`config.mk`:
```
export PLATFORM = sky130hd
export DESIGN_NAME = tse_ctrl
export DESIGN_NICKNAME = d
export VERILOG_FILES = /design/src/rtl/tse_pkg.sv /design/src/rtl/tse_ctrl.sv
export SDC_FILE = /design/constraint.sdc
export NUM_CORES = 1
export LEC_CHECK = 0
export BUFFER_PORTS_ARGS = -buffer_cell sky130_fd_sc_hd__buf_2
export CAP_MARGIN = 20
export CORE_AREA = 2 2 39 41
export DETAILED_ROUTE_END_ITERATION = 8
export DIE_AREA = 0 0 41 43
export GPL_ROUTABILITY_DRIVEN = 0
export PLACE_DENSITY = 0.56
export SETUP_SLACK_MARGIN = 0.05
export SYNTH_ARGS = -nofsm -noshare
export SYNTH_HDL_FRONTEND = slang
export SYNTH_SLANG_ARGS = --single-unit
```
`constraint.sdc`:
```
create_clock -name aclk -period 3.03 [get_ports aclk]
set_input_delay 0.1515 -clock aclk [delete_from_list [all_inputs] [get_ports aclk]]
set_output_delay 0.1515 -clock aclk [all_outputs]
set_load 0.05 [all_outputs]
```
`src/rtl/tse_pkg.sv`:
```
// ----------------------------------------------------------------------------
// Terminal screen edit engine package
// Item types, command codes and the controller/datapath interface structs.
// ----------------------------------------------------------------------------
package tse_pkg;

    localparam int CFG_IDX_W  = 1;
    localparam int CFG_DATA_W = 8;

    localparam logic [CFG_IDX_W-1:0] CFG_ROWS = 1'd0;
    localparam logic [CFG_IDX_W-1:0] CFG_COLS = 1'd1;

    localparam logic [6:0] ROWS_RESET = 7'd24;
    localparam logic [7:0] COLS_RESET = 8'd80;

    localparam logic [3:0] KIND_CR         = 4'd0;
    localparam logic [3:0] KIND_BS         = 4'd1;
    localparam logic [3:0] KIND_TAB        = 4'd2;
    localparam logic [3:0] KIND_ERASE_DISP = 4'd3;
    localparam logic [3:0] KIND_ERASE_LINE = 4'd4;
    localparam logic [3:0] KIND_SET_REGION = 4'd5;
    localparam logic [3:0] KIND_RST_REGION = 4'd6;
    localparam logic [3:0] KIND_INDEX      = 4'd7;
    localparam logic [3:0] KIND_REV_INDEX  = 4'd8;
    localparam logic [3:0] KIND_WRITE      = 4'd9;
    localparam logic [3:0] KIND_READ       = 4'd10;
    localparam logic [3:0] KIND_SET_CURSOR = 4'd11;
    localparam logic [3:0] KIND_MARK_WRAP  = 4'd12;

    localparam logic [1:0] MODE_TO_END   = 2'd0;
    localparam logic [1:0] MODE_TO_START = 2'd1;
    localparam logic [1:0] MODE_ALL      = 2'd2;
    localparam logic [1:0] MODE_ALL_SB   = 2'd3;

    typedef struct packed {
        logic [3:0]  kind;
        logic [1:0]  mode;
        logic [5:0]  row_arg;
        logic [5:0]  bottom_arg;
        logic [6:0]  col_arg;
        logic [15:0] cell_value;
    } tse_in_t;

    typedef struct packed {
        logic [5:0]  cursor_row;
        logic [6:0]  cursor_col;
        logic        wrap_pending;
        logic [5:0]  region_top;
        logic [5:0]  region_bottom;
        logic [15:0] read_value;
        logic        line_to_scrollback;
        logic        scrollback_cleared;
    } tse_out_t;

    typedef struct packed {
        logic latch_item;
        logic start_sweep;
        logic sweep_step;
        logic read_capture;
        logic commit;
    } tse_cmd_t;

    typedef struct packed {
        logic need_sweep;
        logic need_read;
        logic sweep_last;
    } tse_status_t;

endpackage

```
`src/rtl/tse_ctrl.sv`:
```
// ----------------------------------------------------------------------------
// Terminal screen edit engine controller
// Sequences the clearing pass, item intake, grid sweeps, reads and results.
// ----------------------------------------------------------------------------
module tse_ctrl (
    input  logic                 aclk,
    input  logic                 aresetn,
    input  logic                 s_valid,
    output logic                 s_ready,
    output logic                 m_valid,
    input  logic                 m_ready,
    input  tse_pkg::tse_status_t status,
    output tse_pkg::tse_cmd_t    cmd
);

    typedef enum logic [2:0] {
        ST_INIT,
        ST_IDLE,
        ST_EXEC,
        ST_SWEEP,
        ST_READ,
        ST_OUT
    } state_t;

    state_t state_reg;
    logic   m_valid_reg;

    always_comb begin
        cmd              = '0;
        cmd.latch_item   = (state_reg == ST_IDLE) && s_valid;
        cmd.start_sweep  = (state_reg == ST_EXEC) && status.need_sweep;
        cmd.sweep_step   = (state_reg == ST_INIT) || (state_reg == ST_SWEEP);
        cmd.read_capture = (state_reg == ST_READ);
        cmd.commit       = (state_reg == ST_OUT) && (!m_valid_reg || m_ready);
    end

    always_ff @(posedge aclk) begin
        if (!aresetn) begin
            state_reg   <= ST_INIT;
            m_valid_reg <= 1'b0;
        end else begin
            if (m_valid_reg && m_ready) begin
                m_valid_reg <= 1'b0;
            end
            case (state_reg)
                ST_INIT: begin
                    if (status.sweep_last) begin
                        state_reg <= ST_IDLE;
                    end
                end
                ST_IDLE: begin
                    if (s_valid) begin
                        state_reg <= ST_EXEC;
                    end
                end
                ST_EXEC: begin
                    if (status.need_sweep) begin
                        state_reg <= ST_SWEEP;
                    end else if (status.need_read) begin
                        state_reg <= ST_READ;
                    end else begin
                        state_reg <= ST_OUT;
                    end
                end
                ST_SWEEP: begin
                    if (status.sweep_last) begin
                        state_reg <= ST_OUT;
                    end
                end
                ST_READ: begin
                    state_reg <= ST_OUT;
                end
                ST_OUT: begin
                    if (!m_valid_reg || m_ready) begin
                        m_valid_reg <= 1'b1;
                        state_reg   <= ST_IDLE;
                    end
                end
                default: begin
                    state_reg <= ST_IDLE;
                end
            endcase
        end
    end

    assign s_ready = (state_reg == ST_IDLE);
    assign m_valid = m_valid_reg;

endmodule

```
Word level (Yosys, flattened, before mapping):

Index checks and enable logic that the tools add are counted.

* eq/ne operators: 9
* multiplexer cells: 10
* reduce and logical (&&, ||, !) cells: 9

Operators with widths (number)
* 3-bit case mux with 6 select lines: 1
* 3-bit two-way mux: 5
* 3-bit by 2-bit equality test with 1-bit output, second input constant: 2
* 3-bit equality test, second input constant: 2
* 2-bit != test, second input constant: 3
* 1-bit logical AND: 4
* 1-bit two-way mux: 4
* 4-bit AND reduction: 1
* 3-bit by 1-bit equality test with 1-bit output, second input constant: 1
* 3-bit logical NOT: 1
* 1-bit logical OR: 2
* 2-bit by 1-bit != test with 1-bit output, second input constant: 1
* 1-bit logical NOT: 1

* flip-flop bits (word level): 4
* output and inout bits: 7

Logic depth before layout (Yosys ltp):

Gate-level depths: netlist (run 1).

* word-level depth: 4
* gate-level depth with buffers: 5
* gate-level depth less buffers: 4

Worst setup path before layout (run 1):

OpenSTA, ideal clock, no wires.

* kind: register to output
* start point: register state_reg[1]
* end point: output cmd[2] (netlist name)
* data arrival time: 1.720 ns
* data required time: 2.878 ns
* setup slack: 1.158 ns
* cell stages (with the launch flop): 4
* cells stage by stage: dfxtp_1 -> buf_2 -> and2b_2 -> nor3_1

RTL lines
* from (decl): line tse_ctrl.sv:25 `state_t state_reg;`
* from (signal assigned): line tse_ctrl.sv:39 `state_reg <= ST_INIT;`
* from (signal assigned): line tse_ctrl.sv:48 `state_reg <= ST_IDLE;`
* from (signal assigned): line tse_ctrl.sv:53 `state_reg <= ST_EXEC;`
* to (decl): line tse_ctrl.sv:13 `output tse_pkg::tse_cmd_t cmd`

==> results of run 1 <==
cells by family after synthesis:
group	count (synthesis)	synth area share [%]
AOI/OAI and AO/OA	12	29.5
buffers and inverters	6	10.9
and+or+nand+nor	22	37.2
DFF	4	22.5
worst max path at each step:
stage                               from  slack (ns)  cells past startpoint      to
2_1_floorplan  state_reg[1]$_SDFFE_PN0P_        1.16                      3  cmd[2]
5_1_grt        state_reg[0]$_SDFFE_PN0P_        1.22                      4  cmd[0]
4_1_cts        state_reg[0]$_SDFFE_PN0P_        1.31                      4  cmd[0]
3_3_place_gp   state_reg[0]$_SDFFE_PN0P_        1.61                      4  cmd[0]
3_5_place_dp   state_reg[0]$_SDFFE_PN0P_        1.57                      4  cmd[0]
6_report       state_reg[0]$_SDFFE_PN0P_        1.31                      4  cmd[0]
power by group:
group	switching, mW	internal (mW)
Sequential	0.0416	0.0658
Combinational	0.138	0.0765
Clock	0.0206	0.0442
synth_stat cells (all sizes together), types with 2 or more instances:
master and n:
a21oi 4, dfxtp 4, nor2b 2, nor2 7
buf 3, nand2b 3, o31ai 2, inv 3
a211oi 3, and3 4, nor3 3
per-layer routing:
metal,GRT usage (%),vias to the layer above
li1,-,183
met1,10.9,152
met2,13.8,7
met3,4.71,2
met4,12.0,0
met5,0,-
cell type report:
cell class              count  area share, %
clock buffers               3           5.16
inverters                   3           2.58
multi-input cells          34           54.4
flip-flops and latches      4           18.3
well taps                  16           4.58
repair buffers             13           14.9
per-stage QoR:
step | util, % | total power, mW
after global placement | 29.9 | 0.326
after floorplan | - | 0.299
final | 31.6 | 0.387
after CTS | 31.6 | 0.393
after global routing | 31.6 | 0.418
after detailed placement | 29.9 | 0.324
worst reg2reg max path, stage by stage, from the launching register on:
cell      delay [ns]
dfxtp_1         0.57
nand2b_1        0.21
a211oi_2        0.06
a211o_1         0.24
and3_1          0.17
==> flow_metrics.env, run 1 <==
export IMPL_synth_edf_count=0
export IMPL_grt_max_degree=15
export IMPL_synth_cell_types=23
export IMPL_fillCellCount=153
export IMPL_min_period_ns=1.72
export IMPL_drt_iter0_markers=5
export IMPL_timing_rr_start="state_reg[1]$_SDFFE_PN0P_"
export IMPL_r2r_worst_path_cells=4
export IMPL_setup_viol=0
export IMPL_crit_path_start_kind="flip-flop"
export IMPL_grt_pass1_vias=298
export IMPL_path_clk_slew_ns=0.04
export IMPL_synth_top_area_share_pct=22.5
export IMPL_hold_slack_ns=0.171
export IMPL_syn_inst=44
export IMPL_fp_dieW_um=41
export IMPL_clock_skew_ns=0.00189
export IMPL_pin_count=14
export IMPL_netlist_top_cells_area="dfxtp_1 22%, a211oi_2 11%, buf_6 6.3%"
export IMPL_num_antenna_cells=0
export IMPL_rsz0062_at_grt="false"
export IMPL_worstHoldStart="aresetn"
export IMPL_worstSetupPathType="flip-flop to output pin"
export IMPL_status="finished clean"
export IMPL_yosysWarningCount=0
export IMPL_multiInputGateArea_um2=238
export IMPL_yosysTopAreaCell="dfxtp_1"
export IMPL_ys_seq_area_share_pct=22.5
export IMPL_regArea_um2=80.1
export IMPL_cts_sink_count=4
export IMPL_path_cells="inv_1 > nor2_1 > and3_1 > buf_2"
export IMPL_cts_resized_gates=0
export IMPL_hpwl_um=586
export IMPL_wl_um=714
export IMPL_fmax_mhz=581
export IMPL_globalRoute_totalOverflow=0
export IMPL_viasPerCell=4.71
export IMPL_antenna_left=0
export IMPL_cts_hold_buf=0
export IMPL_fin_ws_ns=1.31
export IMPL_crit_buf_inv=2
export IMPL_max_clock_path_buffers=2
export IMPL_fin_area_um2=437
export IMPL_rows=14
export IMPL_remaining_drc_errors=0
export IMPL_highest_signal_layer="met4"
export IMPL_start_util_pct=25.8
export IMPL_cts_setup_buffers=0
export IMPL_synthFlopType="dfxtp_1"
export IMPL_path_max_fanout=11
export IMPL_arrival_ns=1.57
export IMPL_final_cells=73
export IMPL_num_nets_final=66
export IMPL_post_route_period_util_pct=56.8
export IMPL_dp_cells=70
export IMPL_vdd_ir_drop_worst_uv=238
export IMPL_timing_slew_headroom_pct=67.6
export IMPL_synthArstFlopShare_pct=0
export IMPL_wirelength_met1_um=312
export IMPL_reg2reg_slack_ns=1.67
export IMPL_timing_rr_end="state_reg[2]$_SDFFE_PN0P_"
export IMPL_largest_register_ffs=3
export IMPL_drv_cap=0
export IMPL_leakage_nw=0.200
export IMPL_cp_top_family="flip-flops"
export IMPL_syn_cell_area_um2=357
export IMPL_min_path_cells=2
export IMPL_dieHeight_um=43
export IMPL_slew_violations=0
export IMPL_drt_pass1_iterations=3
export IMPL_gr_usage_all_layers_pct=10.5
export IMPL_ys_ff_latch=4
export IMPL_cpPeakStageDelay_ns=0.57
export IMPL_clock_latency_ns=0.23
export IMPL_power_density_mw_per_mm2=885
export IMPL_place_area_um2=414
export IMPL_coreArea_mm2=0.00138
export IMPL_numCtsBuffers=3
export IMPL_via_count=344
export IMPL_fin_setup_tns_ns=0
export IMPL_finalHoldViolations=0
export IMPL_dp_slack_ns=1.57
export IMPL_worst_pin_slew_ns=0.486
export IMPL_crit_slowest_cell="dfxtp_1"
export IMPL_final_cell_mix="13 x buf_2, 6 x nor2_1, 4 x dfxtp_1"
export IMPL_hold_path_class="primary input to flip-flop"
export IMPL_layout_commonest_cell="buf_2"
export IMPL_synth_nets=51
export IMPL_min_to="state_reg[2]$_SDFFE_PN0P_"
export IMPL_cts_tree="yes"
export IMPL_cp_data_required_time_ns=2.88
export IMPL_root_buffer="clkbuf_4"
export IMPL_syn_to_final_growth_pct=22.5
export IMPL_dr_wl_met2_um=351
export IMPL_cp_end_kind="output pin"
export IMPL_wl_met3_um=40
export IMPL_numPortBuffers=13
export IMPL_drive_gt1_share_pct=45.6
export IMPL_grt_antenna_before_repair=0
export IMPL_syn_area_per_cell_um2=8.10
export IMPL_die_area_mm2=0.00176
export IMPL_wire_per_inst_um=9.78
export IMPL_htreeDepth=1
export IMPL_grt_pass1_wl_um=1150
No activity file was read; power rests on OpenSTA's default activity.
==> inputs of run 2 (changes only) <==
- clock period: 3.03 -> 1.6 ns (I/O delays scaled with it)
==> flow_metrics.env, run 2 (synthesis results as in run 1) <==
export IMPL_status="finished clean"
export IMPL_drive_gt1_share_pct=55.2
export IMPL_p_comb_share_pct=58.4
export IMPL_cts_tree="yes"
export IMPL_via_count=349
export IMPL_power_density_mw_per_mm2=1650
export IMPL_cts_hold_buf=0
export IMPL_worstHoldStart="aresetn"
export IMPL_viasPerCell=4.72
export IMPL_path_cells="inv_1 > nor2_1 > and3_1 > buf_2"
export IMPL_reg2reg_slack_ns=0.35
export IMPL_grt_pass1_vias=300
export IMPL_htreeDepth=1
export IMPL_largest_register_ffs=3
export IMPL_dieHeight_um=43
export IMPL_path_clk_slew_ns=0.04
export IMPL_start_util_pct=25.8
export IMPL_min_period_ns=1.40
export IMPL_r2r_worst_path_cells=5
export IMPL_crit_path_start_kind="flip-flop"
export IMPL_timing_slew_headroom_pct=80.7
export IMPL_arrival_ns=1.32
export IMPL_cp_end_kind="output pin"
export IMPL_wire_per_inst_um=9.66
export IMPL_max_clock_path_buffers=2
export IMPL_crit_slowest_cell="dfxtp_1"
export IMPL_fin_area_um2=462
export IMPL_antenna_left=0
export IMPL_slew_violations=0
export IMPL_p_clk_share_pct=15.6
export IMPL_min_path_cells=2
export IMPL_cp_data_required_time_ns=1.52
export IMPL_multiInputGateArea_um2=253
export IMPL_grt_max_degree=15
export IMPL_coreArea_mm2=0.00138
export IMPL_clock_latency_ns=0.23
export IMPL_cpPeakStageDelay_ns=0.35
export IMPL_vdd_ir_drop_worst_uv=503
export IMPL_num_nets_final=67
export IMPL_layout_commonest_cell="buf_2"
export IMPL_fp_dieW_um=41
export IMPL_hpwl_um=599
export IMPL_cts_sink_count=4
export IMPL_path_max_fanout=4
export IMPL_seqPwrFrac_pct=26.0
export IMPL_cts_setup_buffers=0
export IMPL_place_area_um2=437
export IMPL_worst_pin_slew_ns=0.289
export IMPL_drv_cap=0
export IMPL_wl_um=715
export IMPL_setup_viol=0
export IMPL_clock_skew_ns=0.00279
export IMPL_worstSetupPathType="flip-flop to output pin"
export IMPL_grt_antenna_before_repair=0
export IMPL_num_antenna_cells=0
export IMPL_syn_to_final_growth_pct=29.5
export IMPL_post_route_period_util_pct=87.4
export IMPL_finalHoldViolations=0
export IMPL_fin_setup_tns_ns=0
export IMPL_fillCellCount=162
export IMPL_hold_path_class="primary input to flip-flop"
export IMPL_rows=14
export IMPL_drt_pass1_iterations=3
export IMPL_numCtsBuffers=3
export IMPL_timing_rr_end="state_reg[1]$_SDFFE_PN0P_"
export IMPL_pin_count=14
export IMPL_sw_frac_of_total_pct=51.2
export IMPL_globalRoute_totalOverflow=0
export IMPL_fmax_mhz=715
export IMPL_drt_iter0_markers=5
export IMPL_regArea_um2=82.6
export IMPL_leakage_nw=0.210
export IMPL_grt_pass1_wl_um=1220
export IMPL_cts_resized_gates=0
export IMPL_root_buffer="clkbuf_4"
export IMPL_netSwitchingPower_mw=0.389
export IMPL_final_cell_mix="13 x buf_2, 6 x nor2_1"
export IMPL_rsz0062_at_grt="false"
export IMPL_min_to="state_reg[2]$_SDFFE_PN0P_"
export IMPL_numPortBuffers=13
export IMPL_timing_rr_start="state_reg[0]$_SDFFE_PN0P_"
export IMPL_hold_slack_ns=0.108
export IMPL_die_area_mm2=0.00176
export IMPL_gr_usage_all_layers_pct=10.0
export IMPL_remaining_drc_errors=0
export IMPL_p_int_mw=0.372
-- run 2: changes by cell type in the layout (fill, tap and decap cells not counted), sizes merged --
cell / previous run / this run
buf: 13 / 14
-- run 2: power groups by stage --
stage / clock (mW) / sequential, mW / combinational [mW]
3_5_place_dp: 0 / 0.197 / 0.450
3_3_place_gp: 0 / 0.195 / 0.451
2_1_floorplan: 0 / 0.155 / 0.429
5_1_grt: 0.133 / 0.207 / 0.487
4_1_cts: 0.127 / 0.194 / 0.451
6_report: 0.119 / 0.198 / 0.444
-- run 2: area by class of cell --
cell class | instances | area share [%]
multi-input cells | 34 | 54.7
repair buffers | 14 | 15.7
inverters | 3 | 2.44
well taps | 16 | 4.34
flip-flops and latches | 4 | 17.9
clock buffers | 3 | 4.88
-- run 2: routing by layer --
metal | wire [um] | GRT usage (%) | share of wire [%] | vias to the layer above
met4 | 0 | 4.00 | 0 | 0
met2 | 342 | 14.7 | 48 | 8
met3 | 44 | 3.14 | 6.2 | 0
li1 | - | - | - | 187
met1 | 327 | 13.2 | 46 | 154
met5 | 0 | 0 | 0 | -
-- run 2: worst max-delay path by stage --
stage	startpoint	to	slack, ns	cells past startpoint
detailed placement	state_reg[1]$_SDFFE_PN0P_	state_reg[2]$_SDFFE_PN0P_	0.20	4
finish	state_reg[0]$_SDFFE_PN0P_	cmd[0]	0.20	4
global route	state_reg[0]$_SDFFE_PN0P_	cmd[0]	0.08	4
CTS	state_reg[2]$_SDFFE_PN0P_	cmd[4]	0.07	3
floorplan	state_reg[1]$_SDFFE_PN0P_	cmd[2]	0.20	3
global placement	state_reg[1]$_SDFFE_PN0P_	state_reg[2]$_SDFFE_PN0P_	0.23	4
-- run 2: metrics by stage --
stage | util [%] | instances | total power, mW | setup slack, ns
after detailed placement | 31.6 | 71 | 0.646 | 0.198
after floorplan | - | 44 | 0.584 | 0.204
final | 33.4 | 74 | 0.761 | 0.202
after CTS | 33.2 | 74 | 0.772 | 0.0694
after global placement | 31.6 | 71 | 0.646 | 0.232
after global routing | 33.4 | 74 | 0.827 | 0.0786
-- run 2: critical path: cells and delay by family, from the launching register on --
kind | cells | cell delay, ns
flip-flops | 1 | 0.35
AND/OR/NAND/NOR | 2 | 0.36
buffers and inverters | 2 | 0.37
==> inputs of run 3 (changes only) <==
- CORE_AREA: 2 2 39 41 -> 8 8 45 47
- DIE_AREA: 0 0 41 43 -> 0 0 53 55
- RECOVER_POWER: unset -> 25
- clock period: 1.6 -> 1.3 ns (I/O delays scaled with it)
==> flow_metrics.env, run 3 (synthesis results as in run 1) <==
export IMPL_status="finished clean"
export IMPL_drive_gt1_share_pct=67.6
export IMPL_power_density_mw_per_mm2=2010
export IMPL_hold_slack_ns=0.0757
export IMPL_fin_ws_ns=0.0222
export IMPL_rsz0062_at_grt="true"
export IMPL_worst_pin_slew_ns=0.602
export IMPL_max_clock_path_buffers=2
export IMPL_via_count=408
export IMPL_p_comb_share_pct=69.6
export IMPL_cpPeakStageDelay_ns=0.36
export IMPL_sw_frac_of_total_pct=45.6
export IMPL_p_clk_share_pct=12.2
export IMPL_root_buffer="clkbuf_4"
export IMPL_p_int_mw=0.673
export IMPL_numPortBuffers=13
export IMPL_drt_pass1_iterations=4
export IMPL_cp_data_required_time_ns=1.24
export IMPL_final_cells=84
export IMPL_cts_hold_buf=0
export IMPL_cts_tree="yes"
export IMPL_final_cell_mix="9 x buf_4, 6 x buf_2, 6 x buf_6"
export IMPL_vdd_ir_drop_worst_uv=558
export IMPL_crit_buf_inv=2
export IMPL_grt_antenna_before_repair=0
export IMPL_dieHeight_um=55
export IMPL_crit_slowest_cell="dfxtp_4"
export IMPL_timing_slew_headroom_pct=60.1
export IMPL_hpwl_um=864
export IMPL_r2r_worst_path_cells=5
export IMPL_cp_depth=4
export IMPL_cp_top_family="flip-flops"
export IMPL_antenna_left=0
export IMPL_leakage_nw=0.273
export IMPL_num_antenna_cells=0
export IMPL_clock_latency_ns=0.23
export IMPL_gr_usage_all_layers_pct=8.19
export IMPL_drt_iter0_markers=7
export IMPL_fp_dieW_um=53
export IMPL_grt_pass1_wl_um=1750
export IMPL_fillCellCount=132
export IMPL_coreArea_mm2=0.00138
export IMPL_rows=14
export IMPL_layout_commonest_cell="buf_4"
export IMPL_worstSetupPathType="flip-flop to output pin"
export IMPL_setup_viol=0
export IMPL_seqPwrFrac_pct=18.2
export IMPL_path_clk_slew_ns=0.04
export IMPL_place_area_um2=510
export IMPL_p_total_mw=1.24
export IMPL_drv_cap=0
export IMPL_dp_slack_ns=0.0208
export IMPL_pin_count=14
export IMPL_finalHoldViolations=0
export IMPL_fmax_mhz=783
export IMPL_die_area_mm2=0.00292
export IMPL_numCtsBuffers=3
export IMPL_num_nets_final=77
export IMPL_path_max_fanout=5
export IMPL_clock_skew_ns=0.00512
export IMPL_slew_violations=0
export IMPL_fin_area_um2=614
export IMPL_path_cells="buf_12 > nor2_2 > and3_2 > buf_6"
export IMPL_wire_per_inst_um=12.9
export IMPL_cp_end_kind="output pin"
export IMPL_largest_register_ffs=3
export IMPL_multiInputGateArea_um2=264
export IMPL_arrival_ns=1.21
export IMPL_min_path_cells=2
export IMPL_syn_to_final_growth_pct=72.3
export IMPL_remaining_drc_errors=0
export IMPL_regArea_um2=90.1
export IMPL_netSwitchingPower_mw=0.564
export IMPL_hold_path_class="primary input to flip-flop"
export IMPL_wl_um=1090
export IMPL_htreeDepth=1
export IMPL_cts_sink_count=4
export IMPL_viasPerCell=4.86
export IMPL_grt_max_degree=11
export IMPL_min_period_ns=1.28
export IMPL_start_util_pct=25.8
export IMPL_post_route_period_util_pct=98.3
export IMPL_globalRoute_totalOverflow=0
export IMPL_grt_pass1_vias=418
export IMPL_crit_path_start_kind="flip-flop"
export IMPL_dp_cells=79
## run 3: changes by cell type in the layout (fill, tap and decap cells not counted), sizes merged
cell    change
buf         +9
clkbuf      +1
## run 3: worst paths after layout
kind,from,to,slack (ns)
min reg2reg,state_reg[1]$_SDFFE_PN0P_,state_reg[0]$_SDFFE_PN0P_,0.56
min,aresetn,state_reg[2]$_SDFFE_PN0P_,0.08
max,state_reg[2]$_SDFFE_PN0P_,cmd[4],0.02
max reg2reg,state_reg[2]$_SDFFE_PN0P_,state_reg[1]$_SDFFE_PN0P_,0.05
## run 3: layout make-up
cell class	instances	area share, %
multi-input cells	34	43.0
clock buffers	3	3.67
repair buffers	24	33.2
flip-flops and latches	4	14.7
inverters	3	2.24
well taps	16	3.26
## run 3: power by group through the flow
stage	combinational [mW]	sequential [mW]	clock [mW]
after floorplan	0.528	0.192	0
final	0.861	0.225	0.151
after global placement	0.731	0.201	0
after global routing	0.913	0.233	0.172
after CTS	0.823	0.216	0.164
after detailed placement	0.728	0.203	0
## run 3: worst reg2reg max path: cells and delay by family, from the launching register on
family / cells / cell delay, ns
compound gates: 2 / 0.33
simple gates: 2 / 0.30
flops: 1 / 0.36
buf+inv: 1 / 0.14
## run 3: what timing repair did
action,4_1_cts,5_1_grt
gates cloned,1,0
setup endpoints to repair,7,7
resized for setup,18,7
buffers inserted,1,0
## run 3: per-layer routing
metal	part of all wire, %	GRT usage [%]	wire, um	up-vias
li1	-	-	-	207
met1	40	8.64	439	189
met2	52	13.7	564	10
met3	6.9	2.14	75	2
met4	0.55	6.47	6	0
met5	0	0	0	-
## run 3: per-stage QoR
step / util (%) / TNS [ns]
2_1_floorplan: - / -0.0962
3_3_place_gp: 36.9 / 0
6_report: 44.4 / 0
5_1_grt: 44.4 / -0.0848
4_1_cts: 42.7 / 0
3_5_place_dp: 36.9 / 0
